[src/rtl/core/rcp_pkg.sv]
package rcp_pkg;

  // Buffer and argument table sizes
  localparam int BUF_LEN  = 256;
  localparam int ARGV_LEN = 8;

  // Field widths
  localparam int POS_W  = 9;   // write position, can reach BUF_LEN
  localparam int ADDR_W = 8;   // buffer address
  localparam int IDX_W  = 4;   // argument index
  localparam int CNT_W  = 17;  // signed length / count accumulators

  // Event codes
  localparam logic [2:0] EV_NONE     = 3'd0;
  localparam logic [2:0] EV_READY    = 3'd1;
  localparam logic [2:0] EV_SYNTAX   = 3'd2;
  localparam logic [2:0] EV_OVERFLOW = 3'd3;
  localparam logic [2:0] EV_ARGC     = 3'd4;

  // One result item
  typedef struct packed {
    logic [2:0]        event_res;
    logic [7:0]        arg_count;
    logic              wr_a_valid;
    logic [ADDR_W-1:0] wr_a_addr;
    logic [7:0]        wr_a_data;
    logic              wr_b_valid;
    logic [ADDR_W-1:0] wr_b_addr;
    logic [7:0]        wr_b_data;
    logic              arg_start_valid;
    logic [IDX_W-1:0]  arg_index;
    logic [POS_W-1:0]  arg_start_pos;
  } rcp_res_t;

endpackage

[src/rtl/core/rcp_parse.sv]
// Parser state and per-byte decision logic. State advances on step.
module rcp_parse (
  input  logic              clk,
  input  logic              rst,
  input  logic              step,
  input  logic [7:0]        rx_byte,
  output rcp_pkg::rcp_res_t res
);

  // Parser modes
  localparam logic [3:0] M_IDLE   = 4'd0;
  localparam logic [3:0] M_WORD   = 4'd1;
  localparam logic [3:0] M_QUOTE  = 4'd2;
  localparam logic [3:0] M_DOT    = 4'd3;
  localparam logic [3:0] M_DOLLAR = 4'd4;
  localparam logic [3:0] M_STAR   = 4'd5;
  localparam logic [3:0] M_LINE   = 4'd6;
  localparam logic [3:0] M_BIN    = 4'd7;
  localparam logic [3:0] M_CR     = 4'd8;
  localparam logic [3:0] M_LF     = 4'd9;
  localparam logic [3:0] M_NEXT   = 4'd10;

  // Characters
  localparam logic [7:0] CH_DOLLAR = 8'h24;
  localparam logic [7:0] CH_STAR   = 8'h2A;
  localparam logic [7:0] CH_PLUS   = 8'h2B;
  localparam logic [7:0] CH_MINUS  = 8'h2D;
  localparam logic [7:0] CH_COLON  = 8'h3A;
  localparam logic [7:0] CH_CR     = 8'h0D;
  localparam logic [7:0] CH_LF     = 8'h0A;
  localparam logic [7:0] CH_ZERO   = 8'h30;
  localparam logic [7:0] CH_NINE   = 8'h39;
  localparam logic [7:0] CH_QUOTE  = 8'h22;
  localparam logic [7:0] CH_SPACE  = 8'h20;

  localparam int CW = rcp_pkg::CNT_W;
  localparam int PW = rcp_pkg::POS_W;
  localparam logic signed [CW-1:0] CNT_MIN = {1'b1, {(CW-1){1'b0}}};
  localparam logic signed [CW-1:0] CNT_SAT = CW'(65535);
  localparam logic [PW-1:0] BUF_END  = PW'(rcp_pkg::BUF_LEN);
  localparam logic [7:0]    ARGV_MAX = 8'(rcp_pkg::ARGV_LEN);

  // Decimal accumulate with saturation at 65535; acc is never negative here
  function automatic logic signed [CW-1:0] accum(logic signed [CW-1:0] acc,
                                                 logic [7:0] c);
    logic [CW+3:0] a;
    logic [CW+3:0] v;
    a = {4'b0, acc};
    v = (a << 3) + (a << 1) + {{(CW){1'b0}}, c[3:0]};
    return (v > {4'b0, CNT_SAT}) ? CNT_SAT : v[CW-1:0];
  endfunction

  logic [3:0]           parse_mode, parse_mode_next;
  logic [PW-1:0]        write_pos, write_pos_next;
  logic [7:0]           arg_counter, arg_counter_next;
  logic signed [CW-1:0] args_remaining, args_remaining_next;
  logic signed [CW-1:0] chars_remaining, chars_remaining_next;
  logic [PW-1:0]        cur_arg_start, cur_arg_start_next;

  // Per-byte decision, written in the order the byte is processed
  always_comb begin : decide
    logic [3:0]           md;
    logic [PW-1:0]        wp;
    logic [7:0]           ac;
    logic signed [CW-1:0] ar;
    logic signed [CW-1:0] cr;
    logic [PW-1:0]        cs;
    logic [7:0]           c;
    logic                 skip;
    logic                 clr;
    logic                 is_digit;
    rcp_pkg::rcp_res_t    r;

    md   = parse_mode;
    wp   = write_pos;
    ac   = arg_counter;
    ar   = args_remaining;
    cr   = chars_remaining;
    cs   = cur_arg_start;
    c    = rx_byte;
    skip = 1'b0;
    clr  = 1'b0;
    r    = '0;
    is_digit = (c >= CH_ZERO) && (c <= CH_NINE);

    // Start of a request or of the next binary element
    if (md == M_IDLE || md == M_NEXT) begin
      if (c == CH_PLUS || c == CH_MINUS || c == CH_COLON) begin
        cr = '0; md = M_LINE; skip = 1'b1;
      end else if (c == CH_STAR && md == M_IDLE) begin
        cr = -CW'(1); ar = '0; md = M_STAR; skip = 1'b1;
      end else if (c == CH_DOLLAR) begin
        cr = '0; md = M_DOLLAR; skip = 1'b1;
      end else if (md == M_NEXT) begin
        clr = 1'b1; r.event_res = rcp_pkg::EV_SYNTAX; skip = 1'b1;
      end else if (c == CH_CR || c == CH_LF) begin
        skip = 1'b1;
      end else begin
        md = M_WORD;
      end
    end

    if (!skip) begin
      unique case (md)
        M_LINE: begin
          if (c == CH_CR) md = M_LF;
          if (wp < BUF_END) begin
            r.wr_a_valid = 1'b1; r.wr_a_addr = wp[7:0];
            r.wr_a_data = (c == CH_CR) ? 8'h00 : c; wp = wp + 1'b1;
          end
        end
        M_BIN: begin
          if (wp < BUF_END) begin
            r.wr_a_valid = 1'b1; r.wr_a_addr = wp[7:0]; r.wr_a_data = c;
            wp = wp + 1'b1;
          end
          cr = cr - CW'(1);
          if (!(cr > 0)) begin
            md = M_CR;
            if (wp < BUF_END) begin
              r.wr_b_valid = 1'b1; r.wr_b_addr = wp[7:0]; r.wr_b_data = 8'h00;
              wp = wp + 1'b1;
            end
          end
        end
        M_CR: begin
          if (c != CH_CR) begin
            clr = 1'b1; r.event_res = rcp_pkg::EV_SYNTAX;
          end else begin
            md = M_LF;
          end
        end
        M_LF: begin
          if (c != CH_LF) begin
            clr = 1'b1; r.event_res = rcp_pkg::EV_SYNTAX;
          end else if (cr > 0) begin
            md = M_BIN;
          end else begin
            md = M_NEXT;
            if (cr == '0) begin
              if (ac != 8'hFF) ac = ac + 8'd1;
              cs = wp;
              if (ac <= ARGV_MAX) begin
                r.arg_start_valid = 1'b1; r.arg_index = ac[3:0]; r.arg_start_pos = wp;
              end
              if (ar != CNT_MIN) ar = ar - CW'(1);
              // Last element of the array
              if (ar == '0) begin
                if (wp >= BUF_END) begin
                  r.event_res = rcp_pkg::EV_OVERFLOW;
                end else begin
                  r.event_res = rcp_pkg::EV_READY; r.arg_count = ac;
                end
                clr = 1'b1;
              end
            end
          end
        end
        M_STAR: begin
          if (c == CH_CR) md = M_LF;
          else if (!is_digit) begin
            clr = 1'b1; r.event_res = rcp_pkg::EV_SYNTAX;
          end else ar = accum(ar, c);
        end
        M_DOLLAR: begin
          if (c == CH_CR) md = M_LF;
          else if (c == CH_MINUS && cr == '0) cr = -CW'(1);
          else if (!is_digit) begin
            clr = 1'b1; r.event_res = rcp_pkg::EV_SYNTAX;
          end else if (cr != -CW'(1)) cr = accum(cr, c);
        end
        M_WORD, M_QUOTE, M_DOT: begin
          // Human text line
          if (c == CH_CR || c == CH_LF) begin
            if (wp == '0) begin
              clr = 1'b1;
            end else begin
              if (md == M_DOT || cs != wp) begin
                if (ac != 8'hFF) ac = ac + 8'd1;
              end else begin
                wp = wp - 1'b1;
              end
              if (ac > ARGV_MAX) begin
                r.event_res = rcp_pkg::EV_ARGC;
              end else if (wp >= BUF_END) begin
                r.event_res = rcp_pkg::EV_OVERFLOW;
              end else begin
                r.wr_a_valid = 1'b1; r.wr_a_addr = wp[7:0]; r.wr_a_data = 8'h00;
                wp = wp + 1'b1;
                cs = wp;
                if (ac <= ARGV_MAX) begin
                  r.arg_start_valid = 1'b1; r.arg_index = ac[3:0]; r.arg_start_pos = wp;
                end
                r.event_res = rcp_pkg::EV_READY;
                r.arg_count = ac;
              end
              clr = 1'b1;
            end
          end else if (c == CH_QUOTE && md == M_WORD && cs == wp) begin
            md = M_QUOTE;
          end else if (c == CH_QUOTE && md == M_QUOTE) begin
            md = M_DOT;
          end else if (c == CH_SPACE && md != M_QUOTE) begin
            // Word break; repeated spaces are dropped
            if (md == M_DOT || cs != wp) begin
              md = M_WORD;
              if (wp < BUF_END) begin
                r.wr_a_valid = 1'b1; r.wr_a_addr = wp[7:0]; r.wr_a_data = 8'h00;
                wp = wp + 1'b1;
              end
              if (ac != 8'hFF) ac = ac + 8'd1;
              cs = wp;
              if (ac <= ARGV_MAX) begin
                r.arg_start_valid = 1'b1; r.arg_index = ac[3:0]; r.arg_start_pos = wp;
              end
            end
          end else if (md == M_DOT) begin
            // Closing quote not followed by a space or line end: it was literal after all
            md = M_QUOTE;
            if (wp < BUF_END) begin
              r.wr_a_valid = 1'b1; r.wr_a_addr = wp[7:0]; r.wr_a_data = CH_QUOTE;
              wp = wp + 1'b1;
            end
            if (wp < BUF_END) begin
              r.wr_b_valid = 1'b1; r.wr_b_addr = wp[7:0]; r.wr_b_data = c;
              wp = wp + 1'b1;
            end
          end else begin
            if (wp < BUF_END) begin
              r.wr_a_valid = 1'b1; r.wr_a_addr = wp[7:0]; r.wr_a_data = c;
              wp = wp + 1'b1;
            end
          end
        end
        default: clr = 1'b1;
      endcase
    end

    // Soft reset after an event, an empty line or a bad mode; chars_remaining is kept
    if (clr) begin
      md = M_IDLE;
      wp = '0;
      ac = '0;
      cs = '0;
      ar = CW'(1);
    end

    parse_mode_next      = md;
    write_pos_next       = wp;
    arg_counter_next     = ac;
    args_remaining_next  = ar;
    chars_remaining_next = cr;
    cur_arg_start_next   = cs;
    res                  = r;
  end

  // State registers
  always_ff @(posedge clk) begin
    if (rst) begin
      parse_mode      <= M_IDLE;
      write_pos       <= '0;
      arg_counter     <= '0;
      args_remaining  <= CW'(1);
      chars_remaining <= '0;
      cur_arg_start   <= '0;
    end else if (step) begin
      parse_mode      <= parse_mode_next;
      write_pos       <= write_pos_next;
      arg_counter     <= arg_counter_next;
      args_remaining  <= args_remaining_next;
      chars_remaining <= chars_remaining_next;
      cur_arg_start   <= cur_arg_start_next;
    end
  end

endmodule

[src/rtl/core/resp_command_parser.sv]
// Each byte passes through the input register, then the result register.
// Throughput: one byte per cycle unless out_stall holds the result; each byte gives exactly one result item.
// The only back-pressure is out_stall, passed to in_stall when both registers are full.
// Reset (rst, synchronous): parser returns to idle, write position and counts cleared (args_remaining set to 1),
// both pipeline registers emptied.
module resp_command_parser (
  input  logic                         clk,
  input  logic                         rst,
  input  logic                         in_valid,
  output logic                         in_stall,
  input  logic [7:0]                   rx_byte,
  output logic                         out_valid,
  input  logic                         out_stall,
  output logic [2:0]                   event_res,
  output logic [7:0]                   arg_count,
  output logic                         wr_a_valid,
  output logic [rcp_pkg::ADDR_W-1:0]   wr_a_addr,
  output logic [7:0]                   wr_a_data,
  output logic                         wr_b_valid,
  output logic [rcp_pkg::ADDR_W-1:0]   wr_b_addr,
  output logic [7:0]                   wr_b_data,
  output logic                         arg_start_valid,
  output logic [rcp_pkg::IDX_W-1:0]    arg_index,
  output logic [rcp_pkg::POS_W-1:0]    arg_start_pos
);

  logic              in_full;
  logic [7:0]        in_byte;
  logic              advance;
  logic              accept_in;
  rcp_pkg::rcp_res_t res_comb;
  rcp_pkg::rcp_res_t out_res;

  // Move the held byte into the result register when it is free
  assign advance   = in_full && (!out_valid || !out_stall);
  assign in_stall  = in_full && !advance;
  assign accept_in = in_valid && !in_stall;

  rcp_parse u_parse (
    .clk     (clk),
    .rst     (rst),
    .step    (advance),
    .rx_byte (in_byte),
    .res     (res_comb)
  );

  // Input register
  always_ff @(posedge clk) begin
    if (rst) begin
      in_full <= 1'b0;
    end else if (accept_in) begin
      in_full <= 1'b1;
    end else if (advance) begin
      in_full <= 1'b0;
    end
  end

  always_ff @(posedge clk) begin
    if (accept_in) begin
      in_byte <= rx_byte;
    end
  end

  // Result register
  always_ff @(posedge clk) begin
    if (rst) begin
      out_valid <= 1'b0;
    end else if (advance) begin
      out_valid <= 1'b1;
    end else if (!out_stall) begin
      out_valid <= 1'b0;
    end
  end

  always_ff @(posedge clk) begin
    if (advance) begin
      out_res <= res_comb;
    end
  end

  assign event_res       = out_res.event_res;
  assign arg_count       = out_res.arg_count;
  assign wr_a_valid      = out_res.wr_a_valid;
  assign wr_a_addr       = out_res.wr_a_addr;
  assign wr_a_data       = out_res.wr_a_data;
  assign wr_b_valid      = out_res.wr_b_valid;
  assign wr_b_addr       = out_res.wr_b_addr;
  assign wr_b_data       = out_res.wr_b_data;
  assign arg_start_valid = out_res.arg_start_valid;
  assign arg_index       = out_res.arg_index;
  assign arg_start_pos   = out_res.arg_start_pos;

  // Checks
  a_stall_cause: assert property (@(posedge clk) disable iff (rst)
    in_stall |-> (in_full && out_valid && out_stall))
    else $error("input stalled without a blocked result");

  a_second_write: assert property (@(posedge clk) disable iff (rst)
    (out_valid && wr_b_valid) |->
      (wr_a_valid && wr_b_addr == 8'(wr_a_addr + 8'd1)))
    else $error("second write not right after first write");

  a_event_code: assert property (@(posedge clk) disable iff (rst)
    out_valid |-> (event_res <= rcp_pkg::EV_ARGC))
    else $error("event code out of range");

  a_index_range: assert property (@(posedge clk) disable iff (rst)
    (out_valid && arg_start_valid) |->
      ({4'b0, arg_index} <= 8'(rcp_pkg::ARGV_LEN)))
    else $error("pointer record beyond argument table");

endmodule
[config.mk]
export PLATFORM = sky130hd
export DESIGN_NAME = resp_command_parser
export DESIGN_NICKNAME = d
export VERILOG_FILES = /design/src/rtl/core/rcp_pkg.sv /design/src/rtl/core/rcp_parse.sv /design/src/rtl/core/resp_command_parser.sv
export SDC_FILE = /design/constraint.sdc
export NUM_CORES = 1
export LEC_CHECK = 0
export CAP_MARGIN = 15
export CORE_MARGIN = 4
export CORE_UTILIZATION = 60
export DETAILED_ROUTE_END_ITERATION = 10
export DONT_BUFFER_PORTS = 1
export GPL_TIMING_DRIVEN = 0
export MAX_ROUTING_LAYER = met4
export PLACE_DENSITY = 0.86
export SLEW_MARGIN = 10
export SYNTH_ARGS = -nofsm -noshare
export SYNTH_HDL_FRONTEND = slang
export SYNTH_SLANG_ARGS = --single-unit
[constraint.sdc]
create_clock -name clk -period 6.5 [get_ports clk]
set_clock_uncertainty 0.05 [all_clocks]
set_input_delay 1.3 -clock clk [delete_from_list [all_inputs] [get_ports clk]]
set_output_delay 1.3 -clock clk [all_outputs]
set_load 0.02 [all_outputs]
Yosys cells after proc, flatten, opt, wreduce, memory -nomap -nowiden
Index checks and enable logic that the tools add are counted.
{ "totals": {"output_inout_bits": 61, "reg_bits": 133} }
{ "op_classes": {"n_reduce_logical": 33, "mux": 207, "eq_ne": 40, "addsub": 12, "n_lt_le_gt_ge": 15} }
{ "op_table": {"columns": ["op", "n"], "rows": [
  ["two-way mux 17 bit", 41],
  ["two-way mux 9 bit", 41],
  ["two-way mux 8 bit", 32],
  ["two-way mux 14 bit", 12],
  ["one-hot mux 17 bit (2 select lines)", 3],
  ["two-way mux 48 bit", 2],
  ["two-way mux 4 bit", 19],
  ["two-way mux 59 bit", 1],
  ["equality test 8 x 6 -> 1 bit (second input constant)", 7],
  ["one-hot mux 17 bit (3 select lines)", 1],
  ["two-way mux 25 bit", 2],
  ["two-way mux 11 bit", 4],
  ["adder 20 x 18 -> 21 bit", 2],
  ["adder 21 x 4 -> 21 bit", 2],
  ["> comparator 21 x 16 -> 1 bit (second input constant)", 2],
  ["adder 9 x 1 -> 9 bit (second input constant)", 4],
  ["> comparator 17 x 1 -> 1 bit (second input constant)", 2],
  ["logical NOT 17 bit", 2],
  ["subtractor 17 x 2 -> 17 bit (second input constant)", 2],
  ["two-way mux 3 bit", 11],
  ["one-hot mux 8 bit (2 select lines)", 2],
  ["two-way mux 28 bit", 1],
  ["one-hot mux 14 bit (2 select lines)", 1],
  ["< comparator 9 bit (second input constant)", 3],
  ["other kinds (46)", 108]
]} }

Depth between registers and ports, before layout
Gate-level depths: netlist (run 1).
{ "logic_depth": {"depth_word": 26, "mapped_depth": 23, "mapped_depth_nobuf": 18} }

Modules after synthesis
From an unflattened synthesis (run 1), not the netlist that was laid out.
{ "unflattened": {"hier_cells": 1613, "hier_area_um2": 12323.1} }
{ "by_module_without_submodules": {"columns": ["module", "instances", "cells_per_inst", "seq_area_each_um2", "area_per_inst_um2"], "rows": [
  ["rcp_parse", 1, 1536, 1281.2, 10224.8],
  ["resp_command_parser", 1, 77, 2052.0, 2098.3]
]} }

Least setup slack after synthesis (run 1)
No wires, ideal clock.
{ "synth_timing": {"kind": "register -> register", "start": "register in_byte[4]", "end": "register u_parse.chars_remaining[4]", "setup_time_ns": 0.237, "required_ns": 6.213, "path_slack_ns": 1.054, "path_stages_with_launch": 21, "arrival_time_ns": 5.159, "cell_sequence": "edfxtp_1 or4b_1 nor3_4 buf_6 clkbuf_1 buf_1 o21ai_0 fa_1 inv_1 fa_1 a21o_1 a21oi_1 o21ai_0 a2111o_1 nand4_1 a31oi_1 o31ai_1 nand2_1 buf_2 o221ai_1 a31oi_1"} }
{ "synth_via": {"elab_chain_cells": 15, "elab_cells_between_ends": 46} }
{ "synth_rtl": {"columns": ["element", "line_no", "text"], "rows": [
  ["start, declared", "resp_command_parser.sv:28", "logic [7:0] in_byte;"],
  ["start signal, assigned", "resp_command_parser.sv:60", "in_byte <= rx_byte;"],
  ["equality test 8 x 6 -> 1 bit (on tied branches)", null, null],
  ["two-way mux 17 bit (tied with other cells)", "rcp_parse.sv:92", "end else if (c == CH_DOLLAR) begin"],
  ["two-way mux 17 bit / logical OR 1 bit (equally long branches)", "rcp_parse.sv:90, rcp_parse.sv:88", null],
  ["two-way mux 17 bit", "rcp_parse.sv:88", "if (c == CH_PLUS || c == CH_MINUS || c == CH_COLON) begin"],
  ["two-way mux 17 bit", "rcp_parse.sv:87", "if (md == M_IDLE || md == M_NEXT) begin"],
  ["adder 20 x 18 -> 21 bit", "rcp_parse.sv:49", "v = (a << 3) + (a << 1) + {{(CW){1'b0}}, c[3:0]};"],
  ["adder 21 x 4 -> 21 bit", "rcp_parse.sv:49", null],
  ["> comparator 21 x 16 -> 1 bit", "rcp_parse.sv:50", "return (v > {4'b0, CNT_SAT}) ? CNT_SAT : v[CW-1:0];"],
  ["two-way mux 17 bit", "rcp_parse.sv:50", null],
  ["two-way mux 17 bit", "rcp_parse.sv:170", "end else if (cr != -CW'(1)) cr = accum(cr, c);"],
  ["two-way mux 17 bit", "rcp_parse.sv:168", "else if (!is_digit) begin"],
  ["two-way mux 17 bit", "rcp_parse.sv:167", "else if (c == CH_MINUS && cr == '0) cr = -CW'(1);"],
  ["two-way mux 17 bit", "rcp_parse.sv:166", "if (c == CH_CR) md = M_LF;"],
  ["one-hot mux 17 bit (2 select lines)", "rcp_parse.sv:104", "unique case (md)"],
  ["two-way mux 17 bit *", "rcp_parse.sv:103", "if (!skip) begin"],
  ["end signal, assigned", "rcp_parse.sv:271", "chars_remaining <= chars_remaining_next;"],
  ["end, declared", "rcp_parse.sv:57", "logic signed [CW-1:0] chars_remaining, chars_remaining_next;"]
]} }
Mark *: on every way between the ends. The rest lies on a longest branch, timed or not.
A chain may end at the register's enable or synchronous reset.

Final worst setup path (run 1)
{ "layout_timing": {"start": "register in_byte[7]", "end": "register u_parse.chars_remaining[15]"} }
Same word-level chain as after synthesis.

==> impl_metrics.ini, run 1 <==
[timing]
fmax_mhz = 156
max-slew-margin-rel = 0.300
slew_viol_final = 0
fin_crit_ns = 6.40
setup_viol = 0
timing.final.crit_share = 0.984
worst_slew_pin_slew_ns = 1.05
hold_violations = 0

[placement]
numPortBuffers = 0
gp_congestion = 1.09
hpwl_um = 36000
placedCellCount = 1893

[synth]
synthTopCellsByCount = nor2_1 (178), nand2_1 (153), a21oi_1 (136), o21ai_0 (108), ha_1 (78)
ys_warn_count = 0
syn_inst = 1622
syn_nets = 1716
async_flop_share = 0
synth_top_area_cell = edfxtp_1
syn-cell-area_mm2 = 0.0126
synthFlopType = edfxtp_1
synth-edff-count = 67
ys_types = 106
synth-seq-cells = 133
ys_top_cells_by_area = edfxtp_1 (16%), dfxtp_1 (11%), ha_1 (7.8%)
yosysMostFrequentCell = nor2_1
post-synth-top-area-fraction = 0.160
synth_seq_area_share = 0.265
synth.avg_cell_area_um2 = 7.75

[setup_path]
crit_chain = or4b_1, nor3_4, buf_12, buf_6, buf_2, o21ai_0, fa_1, inv_1, ha_1, a21o_1, a21o_1, a21oi_1, o21ai_0, a21oi_1, o21ai_0, o31ai_2, nand2_1, buf_2, o21ai_0, a21oi_1
crit_start = in_byte[7]$_DFFE_PP_
worstReg2RegStart = in_byte[7]$_DFFE_PP_
max_stage_delay_ns = 0.76
crit_family = compound AO/OA/AOI/OAI gates
crit_arrival_ns = 6.66
cpMaxStageDelayCell = or4b_1
worstSetupEndpointType = flip-flop
startpoint_type = flip-flop
path_common_cell = o21ai_0
worstPathRequired_ns = 6.76
critPathBufInv = 5
cp_max_fo = 19
crit_type = flip-flop to flip-flop

[power_and_ir_drop]
leakage_uw = 0.00539
p_total_uw = 2780
p_per_area_mw_per_mm2 = 205
vdd_drop_max_mv = 0.178

[outcome]
outcome = completed

[detailed_routing]
drc_errors = 0
ant_nets = 0
drtPass1Iterations = 8
avgRoutedWirePerCell_um = 24.5
initialDrtViolationCount = 2230
vias_per_cell = 7.23
totalWireLength_um = 47200
vias = 14000

[clock_tree]
cts_tree = done
clk_path_buf_depth = 2
root_buffer = clkbuf_16
cts_sinks = 133
clk_latency_ns = 0.44
htree_levels = 4
cts_buffers = 17
clk_pin_slew_ns = 0.07

[finish]
area.growth.synth_to_final_pct = 7.96
final_layout_size_suffix_gt1_frac = 0.0706
nets = 1739
layout.cells.non_filler = 1929

[worst_hold_path]
min_from = u_parse.cur_arg_start[6]$_SDFFE_PP0P_
hold_path_class = flip-flop to flip-flop

[global_routing]
grt_util_all_layers = 0.399
grt_pass1_vias = 12700
overflow = 0
grt_max_degree = 37
antenna_found_initial = 1
grt_pass1_wl_um = 72700

[run]
maxCapViolCount = 0

[floorplanning]
rows = 52
die_h_um = 153
coreArea_mm2 = 0.0204
die_area_mm2 = 0.0233
ioPinCount = 73
die_w_um = 153
start_util = 0.615
==> layout by cell type, fill, tap and decap left out, types with 18 or more instances in the layout <==
cell / instances
clkbuf_16: 18
a31oi_1: 22
o21ai_0: 108
xnor2_1: 47
o21ai_1: 18
a21oi_1: 135
dfxtp_1: 66
and3_1: 18
nand2_1: 153
ha_1: 78
nor4_1: 29
edfxtp_1: 67
clkbuf_1: 63
nand4_1: 27
nand3_1: 51
nor3_1: 56
xor2_1: 29
inv_1: 57
and2_1: 19
a21o_1: 28
nor2_1: 178
o211ai_1: 19
==> tightest hold or removal path: stages (launching register included) <==
cell	delay (ns)
dfxtp_1	0.32
nand2_1	0.05
o21ai_1	0.05
==> stage by stage <==
step	utilization	instance area [um2]	TNS, ns	hold slack [ns]	setup slack, ns
floorplan	-	12600	0	0.388	1.05
global placement	0.632	12900	-7.46	0.395	-0.692
detailed placement	0.633	12900	-9.28	0.407	-0.759
CTS	0.661	13500	0	0.419	0.0929
global route	0.664	13600	-0.0236	0.440	-0.0236
finish	0.664	13600	0	0.420	0.101
==> final cells by class <==
class / count / area (um2)
clock buffer: 19 / 464
multi-input combinational: 1333 / 8590
sequential: 133 / 3330
tap: 270 / 338
inverter: 59 / 221
timing repair buffer: 5 / 75.1
clock inverter: 13 / 109
antenna: 1 / 2.50
buffer: 96 / 432
fill: 1821 / 6860
==> repair_timing <==
item | 4_1_cts | 5_1_grt
hold endpoints to repair | 0 | 0
hold buffers | 0 | 0
resized for setup | 2 | 5
buffers inserted | 0 | 4
pin swaps | 0 | 2
setup endpoints to repair | 16 | 16
==> sequential cells by signal, summed over array words and instances (netlist names), 3 cells and up <==
register	flops
arg_start_pos	9
u_parse.parse_mode	4
u_parse.chars_remaining	17
event_res	3
u_parse.arg_counter	8
wr_b_addr	8
wr_a_addr	8
u_parse.write_pos	9
wr_b_data	8
arg_count	8
in_byte	8
wr_a_data	8
arg_index	4
u_parse.cur_arg_start	9
u_parse.args_remaining	17
==> kinds of logic (layout without fill, tap and decap cells) <==
family,after synthesis,in the layout,share of synthesized area
muxes,17,17,0.0138
DFF,133,133,0.265
xor gates and xnor gates,76,76,0.0530
adders and majority gates,82,82,0.0840
AOI/OAI and AO/OA,519,519,0.274
other,0,1,0
buffers and inverters,156,192,0.0517
and+or+nand+nor,639,639,0.259
==> report_power, final <==
group          internal (uW)  total (uW)  switching, uW
clock                    532         969            437
combinational            281         850            569
sequential               915         961           46.9
total                   1730        2780           1050
==> per-layer routing <==
layer  part of all wire  track usage  wire length [um]
met2               0.43        0.600             20500
met1               0.39        0.521             18300
met3               0.14       0.0974              6380
met4              0.042        0.149              2010
met5                  0            -                 0
==> worst paths after layout <==
path                            slack (ns)  cells past startpoint                                  endpoint
worst min register to register        0.42                      2     u_parse.cur_arg_start[6]$_SDFFE_PP0P_
worst max register to register        0.10                     20  u_parse.chars_remaining[15]$_SDFFE_PP0P_
worst min-delay path                  0.42                      2     u_parse.cur_arg_start[6]$_SDFFE_PP0P_
worst max-delay path                  0.10                     20  u_parse.chars_remaining[15]$_SDFFE_PP0P_
Note: power is estimated with default switching activity, not from simulation.
==> run 2: changes to the inputs <==
--- a/config.mk
+++ b/config.mk
@@ -6,13 +6,15 @@
 export NUM_CORES = 1
 export LEC_CHECK = 0
 export CAP_MARGIN = 15
+export CELL_PAD_IN_SITES_DETAIL_PLACEMENT = 0
+export CELL_PAD_IN_SITES_GLOBAL_PLACEMENT = 1
 export CORE_MARGIN = 4
-export CORE_UTILIZATION = 60
+export CORE_UTILIZATION = 49
 export DETAILED_ROUTE_END_ITERATION = 10
 export DONT_BUFFER_PORTS = 1
 export GPL_TIMING_DRIVEN = 0
 export MAX_ROUTING_LAYER = met4
-export PLACE_DENSITY = 0.86
+export PLACE_DENSITY = 0.92
 export SLEW_MARGIN = 10
 export SYNTH_ARGS = -nofsm -noshare
 export SYNTH_HDL_FRONTEND = slang
==> run 2 against run 1 <==
  * Utilization shrank 12 points
  * Via count shrank 3.4%
  * Final area grew 0.30%
  * Register-to-register slack gained 0.22 ns
  * Sequential power is essentially flat
  * Global-route usage shrank 6.4 points
  * Critical path type unchanged
==> impl_metrics.ini, run 2 (synthesis gave the netlist of run 1 again) <==
[detailed_routing]
drtPass1Iterations = 9
initialDrtViolationCount = 1659
vias_per_cell = 6.79
ant_nets = 0
drc_errors = 0
avgRoutedWirePerCell_um = 23.7
vias = 13500
totalWireLength_um = 47100

[global_routing]
grt_pass1_wl_um = 73600
antenna_found_initial = 0
grt_pass1_vias = 12700
overflow = 0
grt_max_degree = 51
grt_util_all_layers = 0.335

[clock_tree]
cts_sinks = 133
cts_tree = done
root_buffer = clkbuf_16
clk_latency_ns = 0.45
htree_levels = 4
cts_buffers = 17
clk_path_buf_depth = 2
clk_pin_slew_ns = 0.08

[setup_path]
worstSetupEndpointType = flip-flop
critPathBufInv = 5
cp_max_fo = 10
crit_arrival_ns = 6.44
crit_chain = nor4bb_1, clkbuf_1, a32oi_2, a21oi_2, clkbuf_1, clkbuf_2, nor2_1, ha_1, ha_1, clkbuf_1, a21o_1, a21o_1, a21o_1, a21o_1, a21oi_1, o21ai_0, o31ai_2, nand2_1, buf_2, o221ai_1, a21oi_1
startpoint_type = flip-flop
max_stage_delay_ns = 0.71
cpMaxStageDelayCell = edfxtp_1
path_common_cell = a21o_1
crit_family = compound AO/OA/AOI/OAI gates
worstPathRequired_ns = 6.76
crit_type = flip-flop to flip-flop

[timing]
fin_crit_ns = 6.18
hold_violations = 0
slew_viol_final = 0
hold_ws_ns = 0.418
worst_slew_pin_slew_ns = 1.23
setup_tns_ns = 0
timing.final.crit_share = 0.950
timing.final.ws_setup_ns = 0.325
fmax_mhz = 162
setup_viol = 0
rsz0062_at_grt = false
max-slew-margin-rel = 0.177

[floorplanning]
die_area_mm2 = 0.0283
start_util = 0.499
die_h_um = 168
die_w_um = 168
coreArea_mm2 = 0.0252
ioPinCount = 73
rows = 58

[placement]
hpwl_um = 36200
placedCellCount = 1953
numPortBuffers = 0
gp_congestion = 0.984
dp_slack_ns = -0.508

[run]
maxCapViolCount = 0

[power_and_ir_drop]
leakage_uw = 0.00538
p_total_uw = 2790
vdd_drop_max_mv = 0.138
p_per_area_mw_per_mm2 = 205

[outcome]
outcome = completed

[finish]
diodes = 0
nets = 1737
area.growth.synth_to_final_pct = 8.29
layout_common_cells = nor2_1 (178), nand2_1 (153), a21oi_1 (135), o21ai_0 (107), ha_1 (78)
layout.cells.non_filler = 1986
final_layout_size_suffix_gt1_frac = 0.0700
layout_commonest_cell = nor2_1
reg.largest.list = u_parse.args_remaining x17, u_parse.chars_remaining x17

[worst_hold_path]
hold_path_class = flip-flop to flip-flop
[run 2: changes by cell type in the layout (fill, tap and decap cells not counted), sizes merged]
cell | previous run | this run
inv | 64 | 65
clkbuf | 87 | 85
buf | 33 | 31
diode | 1 | 0
bufinv | 0 | 1
[run 2: final timing paths]
check	to	startpoint	cells past startpoint	slack, ns
worst max register to register	u_parse.chars_remaining[11]$_SDFFE_PP0P_	in_byte[1]$_DFFE_PP_	21	0.32
worst max-delay path	u_parse.chars_remaining[11]$_SDFFE_PP0P_	in_byte[1]$_DFFE_PP_	21	0.32
worst min register to register	u_parse.cur_arg_start[0]$_SDFFE_PP0P_	u_parse.cur_arg_start[0]$_SDFFE_PP0P_	2	0.42
worst min-delay path	u_parse.cur_arg_start[0]$_SDFFE_PP0P_	u_parse.cur_arg_start[0]$_SDFFE_PP0P_	2	0.42
[run 2: tightest hold or removal path: stages, from the launching register on]
cell and delay (ns):
dfxtp_1 0.32, nand2_1 0.05, o21ai_1 0.05
[run 2: report_power, final]
group	internal, uW	leakage, uW	switching, uW	total (uW)
clock	538	0.000287	452	989
combinational	278	0.00391	559	837
sequential	914	0.00119	44.1	958
total	1730	0.00538	1060	2790
[run 2: final cells by class]
type	count	area [um2]
clock inverters	15	143
clock buffers	17	425
plain buffers	96	432
flip-flops and latches	133	3330
inverters	59	221
well taps	330	413
multi-input cells	1333	8600
repair buffers	3	42.5
fillers	2397	11600
[run 2: what timing repair did]
item / in CTS / in global routing
gates resized for setup: 3 / 5
pin swaps: 0 / 1
hold buffers: 0 / 0
setup endpoints to repair: 16 / 14
hold endpoints to repair: 0 / 0
setup buffers: 0 / 2
[run 2: layer usage]
| metal | vias up | track usage | routed length [um] |
|---|---|---|---|
| met1 | 6364 | 0.464 | 20200 |
| met3 | 117 | 0.0662 | 5150 |
| met5 | - | - | 0 |
| met4 | 0 | 0.112 | 1420 |
| met2 | 871 | 0.491 | 20300 |
| li1 | 6132 | - | - |
[run 2: metrics by stage]
step            util  instance area (um2)
6_report       0.540                13600
5_1_grt        0.540                13600
4_1_cts        0.539                13600
3_5_place_dp   0.517                13000
3_3_place_gp   0.515                13000
2_1_floorplan      -                12600
